<file path="src/rtl/core/sign_magnitude_alu_top_macros.svh">
// Assertion macros for the sign-magnitude ALU.
`ifndef SIGN_MAGNITUDE_ALU_TOP_MACROS_SVH
`define SIGN_MAGNITUDE_ALU_TOP_MACROS_SVH

// Property that holds at every clock edge out of reset.
`define SMA_ASSERT(lbl, prop, msg) \
	lbl: assert property (@(posedge clk) disable iff (!arst_n) prop) else $error(msg);

// Condition in one cycle implies a condition in the next.
`define SMA_ASSERT_NEXT(lbl, pre, post, msg) \
	lbl: assert property (@(posedge clk) disable iff (!arst_n) (pre) |=> (post)) \
		else $error(msg);

`endif

</file>
<file path="src/rtl/core/sma_pkg.sv">
// Shared types and constants for the sign-magnitude ALU.
package sma_pkg;

	localparam int WORD_WIDTH_DEF = 32;
	localparam int FIELD_BITS = 32;
	localparam int SCALE_FACTOR = 100000;
	localparam int SCALE_BITS = 17;

	typedef enum logic [1:0] {
		CMD_ADD = 2'd0,
		CMD_SUB = 2'd1,
		CMD_MUL = 2'd2,
		CMD_DIV = 2'd3
	} cmd_t;

	typedef struct packed {
		logic [1:0]            cmd;
		logic [FIELD_BITS-1:0] a_word;
		logic [FIELD_BITS-1:0] b_word;
	} op_t;

	typedef struct packed {
		logic [FIELD_BITS-1:0] result_word;
		logic                  overflow;
		logic                  divide_by_zero;
	} res_t;

	typedef struct packed {
		logic idle;
		logic done;
	} seq_stat_t;

endpackage

</file>
<file path="src/rtl/core/sma_addsub.sv">
// Shared adder/subtractor used by every command.
module sma_addsub
	import sma_pkg::*;
#(
	parameter int WIDTH = WORD_WIDTH_DEF
) (
	input  logic [WIDTH-1:0] x,
	input  logic [WIDTH-1:0] y,
	input  logic             sub,
	output logic [WIDTH-1:0] sum,
	output logic             cout
);

	logic [WIDTH-1:0] y_eff;

	// on subtract, cout high means x >= y
	assign y_eff = sub ? ~y : y;
	assign {cout, sum} = {1'b0, x} + {1'b0, y_eff} + (WIDTH + 1)'(sub);

endmodule

</file>
<file path="src/rtl/core/sma_seq.sv">
// Sequencer and operand registers around the shared adder.
module sma_seq
	import sma_pkg::*;
#(
	parameter int WORD_WIDTH = WORD_WIDTH_DEF
) (
	input  logic      clk,
	input  logic      arst_n,
	input  logic      start,
	input  op_t       op,
	input  logic      ack,
	output seq_stat_t stat,
	output res_t      res
);

	localparam int MAG = WORD_WIDTH - 1;
	localparam int LW = (MAG > SCALE_BITS) ? MAG : SCALE_BITS;
	localparam int DS = MAG + SCALE_BITS;
	localparam int CW = $clog2(DS + 1);

	typedef enum logic [2:0] {
		S_IDLE, S_ADD, S_SWAP, S_MUL, S_MFIN, S_DIV, S_DFIN, S_DONE
	} state_t;

	state_t state_q;

	logic [WORD_WIDTH-1:0] aw, bw;
	logic [MAG-1:0]        in_ma, in_mb;
	logic                  in_sa, in_sb;
	cmd_t                  cmd;

	logic [MAG-1:0]        ma_q, mb_q, acc_q, rem_q;
	logic                  sa_q, sb_q, neg_q, div_q;
	logic [LW-1:0]         mlt_q;
	logic [DS-1:0]         quo_q;
	logic [CW-1:0]         cnt_q;
	logic [WORD_WIDTH-1:0] res_word_q;
	logic                  ovf_q, dbz_q;

	logic [MAG:0]          ux, uy, usum;
	logic                  usub, ucout;
	logic                  mul_big, div_big;

	function automatic logic [WORD_WIDTH-1:0] pack(input logic neg, input logic [MAG-1:0] mag);
		pack = (mag == '0) ? '0 : {neg, mag};
	endfunction

	// operand decode; a zero magnitude never carries a sign
	assign aw    = WORD_WIDTH'(op.a_word);
	assign bw    = WORD_WIDTH'(op.b_word);
	assign in_ma = aw[MAG-1:0];
	assign in_mb = bw[MAG-1:0];
	assign in_sa = aw[MAG] && (in_ma != '0);
	assign in_sb = bw[MAG] && (in_mb != '0);
	assign cmd   = cmd_t'(op.cmd);

	assign mul_big = (acc_q != '0) || ((mlt_q >> MAG) != '0);
	assign div_big = (quo_q >> MAG) != '0;

	always_comb begin
		ux   = '0;
		uy   = '0;
		usub = 1'b0;
		unique case (state_q)
			S_ADD: begin
				ux   = {1'b0, ma_q};
				uy   = {1'b0, mb_q};
				usub = sa_q != sb_q;
			end
			S_SWAP: begin
				ux   = {1'b0, mb_q};
				uy   = {1'b0, ma_q};
				usub = 1'b1;
			end
			S_MUL: begin
				ux = {1'b0, acc_q};
				uy = mlt_q[0] ? {1'b0, ma_q} : '0;
			end
			S_DIV: begin
				ux   = {rem_q, quo_q[DS-1]};
				uy   = {1'b0, mb_q};
				usub = 1'b1;
			end
			default: ;
		endcase
	end

	sma_addsub #(.WIDTH(MAG + 1)) u_addsub (
		.x    (ux),
		.y    (uy),
		.sub  (usub),
		.sum  (usum),
		.cout (ucout)
	);

	always_ff @(posedge clk or negedge arst_n) begin
		if (!arst_n) begin
			state_q    <= S_IDLE;
			ma_q       <= '0;
			mb_q       <= '0;
			acc_q      <= '0;
			rem_q      <= '0;
			sa_q       <= 1'b0;
			sb_q       <= 1'b0;
			neg_q      <= 1'b0;
			div_q      <= 1'b0;
			mlt_q      <= '0;
			quo_q      <= '0;
			cnt_q      <= '0;
			res_word_q <= '0;
			ovf_q      <= 1'b0;
			dbz_q      <= 1'b0;
		end else begin
			unique case (state_q)
				S_IDLE: begin
					if (start) begin
						ma_q  <= in_ma;
						mb_q  <= in_mb;
						sa_q  <= in_sa;
						// subtract flips the sign of a nonzero b
						sb_q  <= (cmd == CMD_SUB) ? (in_sb ^ (in_mb != '0)) : in_sb;
						neg_q <= in_sa ^ in_sb;
						div_q <= cmd == CMD_DIV;
						acc_q <= '0;
						ovf_q <= 1'b0;
						dbz_q <= 1'b0;
						unique case (cmd) inside
							CMD_ADD, CMD_SUB: begin
								state_q <= S_ADD;
							end
							CMD_MUL: begin
								mlt_q   <= LW'(in_mb);
								cnt_q   <= CW'(LW);
								state_q <= S_MUL;
							end
							CMD_DIV: begin
								if (in_mb == '0) begin
									res_word_q <= '0;
									dbz_q      <= 1'b1;
									state_q    <= S_DONE;
								end else begin
									// numerator is |a| * scale, formed by the same loop
									mlt_q   <= LW'(SCALE_FACTOR);
									cnt_q   <= CW'(LW);
									state_q <= S_MUL;
								end
							end
						endcase
					end
				end
				S_ADD: begin
					if (!usub) begin
						res_word_q <= pack(sa_q, usum[MAG-1:0]);
						ovf_q      <= usum[MAG];
						state_q    <= S_DONE;
					end else if (ucout) begin
						res_word_q <= pack(sa_q, usum[MAG-1:0]);
						state_q    <= S_DONE;
					end else begin
						state_q <= S_SWAP;
					end
				end
				S_SWAP: begin
					res_word_q <= pack(sb_q, usum[MAG-1:0]);
					state_q    <= S_DONE;
				end
				S_MUL: begin
					acc_q <= usum[MAG:1];
					mlt_q <= {usum[0], mlt_q[LW-1:1]};
					cnt_q <= cnt_q - CW'(1);
					if (cnt_q == CW'(1)) begin
						state_q <= S_MFIN;
					end
				end
				S_MFIN: begin
					if (!div_q) begin
						res_word_q <= pack(neg_q, mlt_q[MAG-1:0]);
						ovf_q      <= mul_big;
						state_q    <= S_DONE;
					end else begin
						quo_q   <= DS'({acc_q, mlt_q});
						rem_q   <= '0;
						cnt_q   <= CW'(DS);
						state_q <= S_DIV;
					end
				end
				S_DIV: begin
					rem_q <= ucout ? usum[MAG-1:0] : ux[MAG-1:0];
					quo_q <= {quo_q[DS-2:0], ucout};
					cnt_q <= cnt_q - CW'(1);
					if (cnt_q == CW'(1)) begin
						state_q <= S_DFIN;
					end
				end
				S_DFIN: begin
					res_word_q <= pack(neg_q, div_big ? '1 : quo_q[MAG-1:0]);
					ovf_q      <= div_big;
					state_q    <= S_DONE;
				end
				S_DONE: begin
					if (ack) begin
						state_q <= S_IDLE;
					end
				end
				default: state_q <= S_IDLE;
			endcase
		end
	end

	assign stat.idle = state_q == S_IDLE;
	assign stat.done = state_q == S_DONE;

	assign res.result_word    = FIELD_BITS'(res_word_q);
	assign res.overflow       = ovf_q;
	assign res.divide_by_zero = dbz_q;

endmodule

</file>
<file path="src/rtl/core/sign_magnitude_alu_top.sv">
// Top level of the sign-magnitude ALU: handshakes, result register, checks.
//
// channel  dir  handshake             payload
// op       in   op_valid / op_ready   op_t  (cmd, a_word, b_word)
// res      out  res_valid / res_ready res_t (result_word, overflow, divide_by_zero)
//
// One transaction at a time through a single shared adder/subtractor.
// Steps from accept to the result transaction:
// Add/subtract: one pass over the adder, plus a swap pass when |b| > |a| on unlike signs.
// Multiply: shift-add over the adder.
// Divide: shift-add for |a|*100000, then restoring division, one bit per cycle; a zero
// divisor goes straight to the result.
// Reset clears all control state. A stalled result waits in its register while the next
// transaction is accepted; op_ready stays low while the sequencer is busy.
`include "sign_magnitude_alu_top_macros.svh"

module sign_magnitude_alu_top
	import sma_pkg::*;
#(
	parameter int WORD_WIDTH = WORD_WIDTH_DEF
) (
	input  logic clk,
	input  logic arst_n,
	input  logic op_valid,
	output logic op_ready,
	input  op_t  op,
	output logic res_valid,
	input  logic res_ready,
	output res_t res
);

	seq_stat_t stat;
	res_t      seq_res;
	res_t      res_q;
	logic      res_valid_q;
	logic      start;
	logic      ack;

	assign op_ready = stat.idle;
	assign start    = op_valid && op_ready;
	// hand the finished result over once the output register is free
	assign ack      = stat.done && (!res_valid_q || res_ready);

	sma_seq #(.WORD_WIDTH(WORD_WIDTH)) u_seq (
		.clk    (clk),
		.arst_n (arst_n),
		.start  (start),
		.op     (op),
		.ack    (ack),
		.stat   (stat),
		.res    (seq_res)
	);

	always_ff @(posedge clk or negedge arst_n) begin
		if (!arst_n) begin
			res_valid_q <= 1'b0;
			res_q       <= '0;
		end else begin
			if (ack) begin
				res_valid_q <= 1'b1;
				res_q       <= seq_res;
			end else if (res_ready) begin
				res_valid_q <= 1'b0;
			end
		end
	end

	assign res_valid = res_valid_q;
	assign res       = res_q;

	`SMA_ASSERT(a_dbz_clean, (res_valid && res.divide_by_zero) |-> (res.result_word == '0 && !res.overflow), "divide by zero result not clean")
	`SMA_ASSERT_NEXT(a_busy_after_accept, start, !op_ready, "ready after accepted transaction")
	`SMA_ASSERT_NEXT(a_done_held, stat.done && !ack, stat.done, "finished result dropped while output stalled")

endmodule

</file>
<file path="config.mk">
export PLATFORM = sky130hd
export DESIGN_NAME = sign_magnitude_alu_top
export DESIGN_NICKNAME = d
export VERILOG_FILES = /design/src/rtl/core/sma_pkg.sv /design/src/rtl/core/sma_addsub.sv /design/src/rtl/core/sma_seq.sv /design/src/rtl/core/sign_magnitude_alu_top.sv
export VERILOG_INCLUDE_DIRS = /design/src /design/src/rtl/core
export SDC_FILE = /design/constraint.sdc
export NUM_CORES = 1
export LEC_CHECK = 0
export BUFFER_PORTS_ARGS = -buffer_cell sky130_fd_sc_hd__clkbuf_2
export CORE_MARGIN = 2
export CORE_UTILIZATION = 46
export CTS_BUF_LIST = sky130_fd_sc_hd__clkbuf_4 sky130_fd_sc_hd__clkbuf_8
export DETAILED_ROUTE_END_ITERATION = 16
export PLACE_DENSITY_LB_ADDON = 0.08
export SLEW_MARGIN = 20
export SYNTH_ARGS = -nofsm -noshare
export SYNTH_HDL_FRONTEND = slang
export SYNTH_SLANG_ARGS = --single-unit
</file>
<file path="constraint.sdc">
create_clock -name clk -period 4.1 [get_ports clk]
set_input_delay 0.205 -clock clk [delete_from_list [all_inputs] [get_ports clk]]
set_output_delay 0.205 -clock clk [all_outputs]
set_load 0.02 [all_outputs]
</file>
==> run summary <==
Port bufs: 105
Part of the power in the clock network: 12.1%
Num CTS Buffers: 51
Layout cells sized above 1: 28.30%
Global Route met2 Usage: 52.96%
Clock latency on the worst-skew pair: 660 ps
Crit-path cells: or3b_4 > o211ai_4 > buf_12 > buf_6 > xnor2_1 > ha_1 > nand2_1 > o21ai_0 > buf_4 > nor2b_1 > o211a_1 > nor3_1 > o21ai_1 > and4b_1 > and4b_1 > nand4_1 > a32o_1
Leakage: 10.57 nW
Die width: 193.5 µm
Failing checks: setup timing
Mux cell area share after synthesis: 7.387%
Post-place setup slack: -323.1 ps
Worst EP required: 4650 ps
I/O Pins: 106
Post-synthesis adder-cell area fraction: 2.621%
Final std cells w/o fill: 2,797
Final critical-path share of the clock period: 100.9%
Top post-synthesis cells by count: 422 x nand2_1, 285 x dfrtp_1, 154 x o21ai_0
Total wire length: 61.79 mm
Final Setup Violations: 19
Endpoint class of the critical path: flop
Hold Path Class: in -> reg
Largest net degree at the start of global routing: 104
EDFF count, synth: 0
Row count: 69
Switching Power: 11.20 mW
Xor-xnor portion of the synthesized cell area: 2.811%
Die ar.: 0.03743 mm²
DRT Pass-1 Iters: 7
R2R Setup Slk: -40 ps
Largest family of logic cells by synthesized area: compound AO/OA/AOI/OAI gates
H-tree depth: 2
Crit Path Class: reg -> reg
Area Overhead vs Synth: 34.17%
Total track usage: 32.59%
Most used routing layer in global routing: met2
Synth Flop Type: dfrtp_1
Sequential power share: 21.9%
Share of the synthesized area in the top cell type: 43.19%
Worst Path Max Fanout: 7
Switching share of power: 46.59%
CP peak stage delay: 460 ps
Via total after detailed routing: 16,565
# fillers: 3,062
Hold Violations, Final: 0
Syn_nets: 1,990
Sequential-to-total area share from yosys stat: 43.19%
TritonCTS clock tree: yes
Met3 GRT Util: 4.620%
Core footprint: 0.03548 mm²
Vias in the first global route: 16,436
Initial Utilization: 46.54%
Top cell by count, worst path: and4b_1
Setup slack after layout: -37.86 ps
Clock Path Buffers: 3
Total power: 24.03 mW
Min cycle time layout: 4138 ps
Detailed Route Iter0 Violations: 1,553
Asr flop ratio synth: 100.0%
Arrival @ worst endpoint: 4690 ps
Count of placed standard cells including taps: 2,610
Peak Freq: 241.7 MHz
Clock sinks: 285
DIE HEIGHT: 193.5 µm
DRC viols: 0
Status: finished with violations
Antenna violations before repair: 0
CP startpoint kind: flop
Post-DP HPWL: 44.41 mm
Max_slew headroom: 21.69%
Final hold slack: 103.7 ps
Worst slew pin tran: 1175 ps
Post-route ant nets: 0
#FFs+latches synth: 285
Max Cap Viol: 0
Root buf cell: clkbuf_8
Antenna cells: 0
Reg clk slew, reported paths: 60 ps
Fin. max-slew vios: 0
First-pass GRT wire length: 95.52 mm
Synthesized cell area: 0.01651 mm²
Yosys warnings: 0
Distinct cells, synth: 78
CP max-delay cell: dfrtp_2
RSZ-0062 raised after global routing: yes
Synth Area in Compound Gates: 20.36%
Nets@finish: 2,400
Synth area leader: dfrtp_1
GR Overflow Total: 0
Peak VDD IR: 0.0005344 V
Pwr/cell area: 1085 mW/mm²
Gate power share: 66.0%
Int Power: 12.84 mW
Cell count after synthesis: 1,886
Main area contributors after synthesis: dfrtp_1 43%, nand2_1 9.6%, mux2i_1 4.7%, o21ai_0 4.7%, a22oi_1 3.8%
Via/cell ratio: 5.922
Synth Area per Inst: 8.756 µm²
Synth Area in Simple Gates: 19.94%
Routability cong.: 0.9341
Clk_skew: 38.26 ps
Met1 GRT Util: 44.03%
Count leader, synth: nand2_1
WL per Instance: 22.09 µm
cell families (layout without fill, tap and decap cells):
logic type,after synthesis,count (layout)
AOI/OAI and AO/OA,501,501
xor gates and xnor gates,53,53
muxes,116,116
adders and majority gates,34,34
and+or+nand+nor,744,744
DFF,285,285
buffers and inverters,153,603
cells in the final DEF (no fill, tap or decap), types with 8 or more instances in the layout:
cell / n
clkbuf_4: 18
o211ai_1: 12
nor4_1: 42
a31oi_1: 29
inv_1: 25
a21oi_1: 35
and2_1: 8
ha_1: 27
nand4_1: 19
o21a_1: 10
nand3_1: 66
mux2i_1: 78
nor2_1: 91
nor2b_1: 8
o21ai_0: 145
a21oi_2: 13
a221oi_1: 13
xnor2_1: 40
dlygate4sd3_1: 66
nor3_1: 19
clkbuf_8: 63
or3_1: 9
o221ai_1: 10
o21ai_1: 19
buf_12: 14
nand2_1: 417
buf_6: 10
a22oi_1: 82
dfrtp_1: 283
clkbuf_2: 104
mux2_2: 36
buf_4: 281
a21o_1: 13
a22o_1: 28
through the flow:
step	utilization, %	TNS (ps)	cell area, µm²
5_1_grt	62.45	-4974	22160
6_report	62.45	-317.3	22160
4_1_cts	61.28	-75.85	21740
3_5_place_dp	54.93	-11050	19490
3_3_place_gp	54.93	-7341	19490
2_1_floorplan	-	0	16550
critical path: cells and delay by family, from the launching register on:
family	cells	cell delay, ps
xor+xnor	1	70
flops	1	460
compound gates	5	1080
buf+inv	3	510
simple gates	7	1490
fa+ha+maj	1	430
power by group through the flow:
stage	registers [mW]	logic (mW)	clock network, mW
finish	5.26	15.9	2.91
global route	5.37	17.0	3.09
CTS	5.21	15.1	2.97
detailed placement	5.23	14.2	0
global placement	5.21	14.0	0
floorplan	4.86	7.53	0
final cells by class:
type	instances	area, µm²	share of cell area, %
Multi-Input combinational cell	1448	9385	42.36
Sequential cell	285	7134	32.20
Timing Repair Buffer	483	3856	17.40
Clock buffer	81	1002	4.523
Tap cell	461	576.8	2.603
Clock inverter	12	101.3	0.4574
Inverter	27	101.3	0.4574
worst paths after layout:
path                                           from                    to  depth (start not counted)
worst min-delay path                         op[64]            u_seq.sb_q                          4
max in group asynchronous                    arst_n      u_seq.state_q[0]                          3
worst min register to register  u_seq.res_word_q[2]   u_seq.res_word_q[2]                          2
worst max register to register     u_seq.state_q[0]  u_seq.res_word_q[31]                         17
min in group asynchronous                    arst_n        u_seq.ma_q[12]                          2
worst max-delay path               u_seq.state_q[0]  u_seq.res_word_q[31]                         17
what timing repair did:
action	4_1_cts	5_1_grt
resized for setup	73	49
gates cloned	0	5
hold buffers	66	0
endpoints found under the hold margin	191	0
pin swaps	45	23
buffers inserted	15	11
endpoints found under the setup margin	61	69
per-layer routing:
layer / routed length [µm] / vias up
met1: 26810 / 8140
met4: 2654 / 0
met5: 0 / -
met2: 28590 / 626
li1: - / 7656
met3: 3731 / 143
registers in the layout (all words and copies together) (netlist names):
register	cells
res	34
res_valid	1
u_seq.acc_q	31
u_seq.cnt_q	6
u_seq.dbz_q	1
u_seq.div_q	1
u_seq.ma_q	31
u_seq.mb_q	31
u_seq.mlt_q	31
u_seq.neg_q	1
u_seq.ovf_q	1
u_seq.quo_q	48
u_seq.rem_q	31
u_seq.res_word_q	32
u_seq.sa_q	1
u_seq.sb_q	1
u_seq.state_q	3
Power figures use the tool's default switching activity.
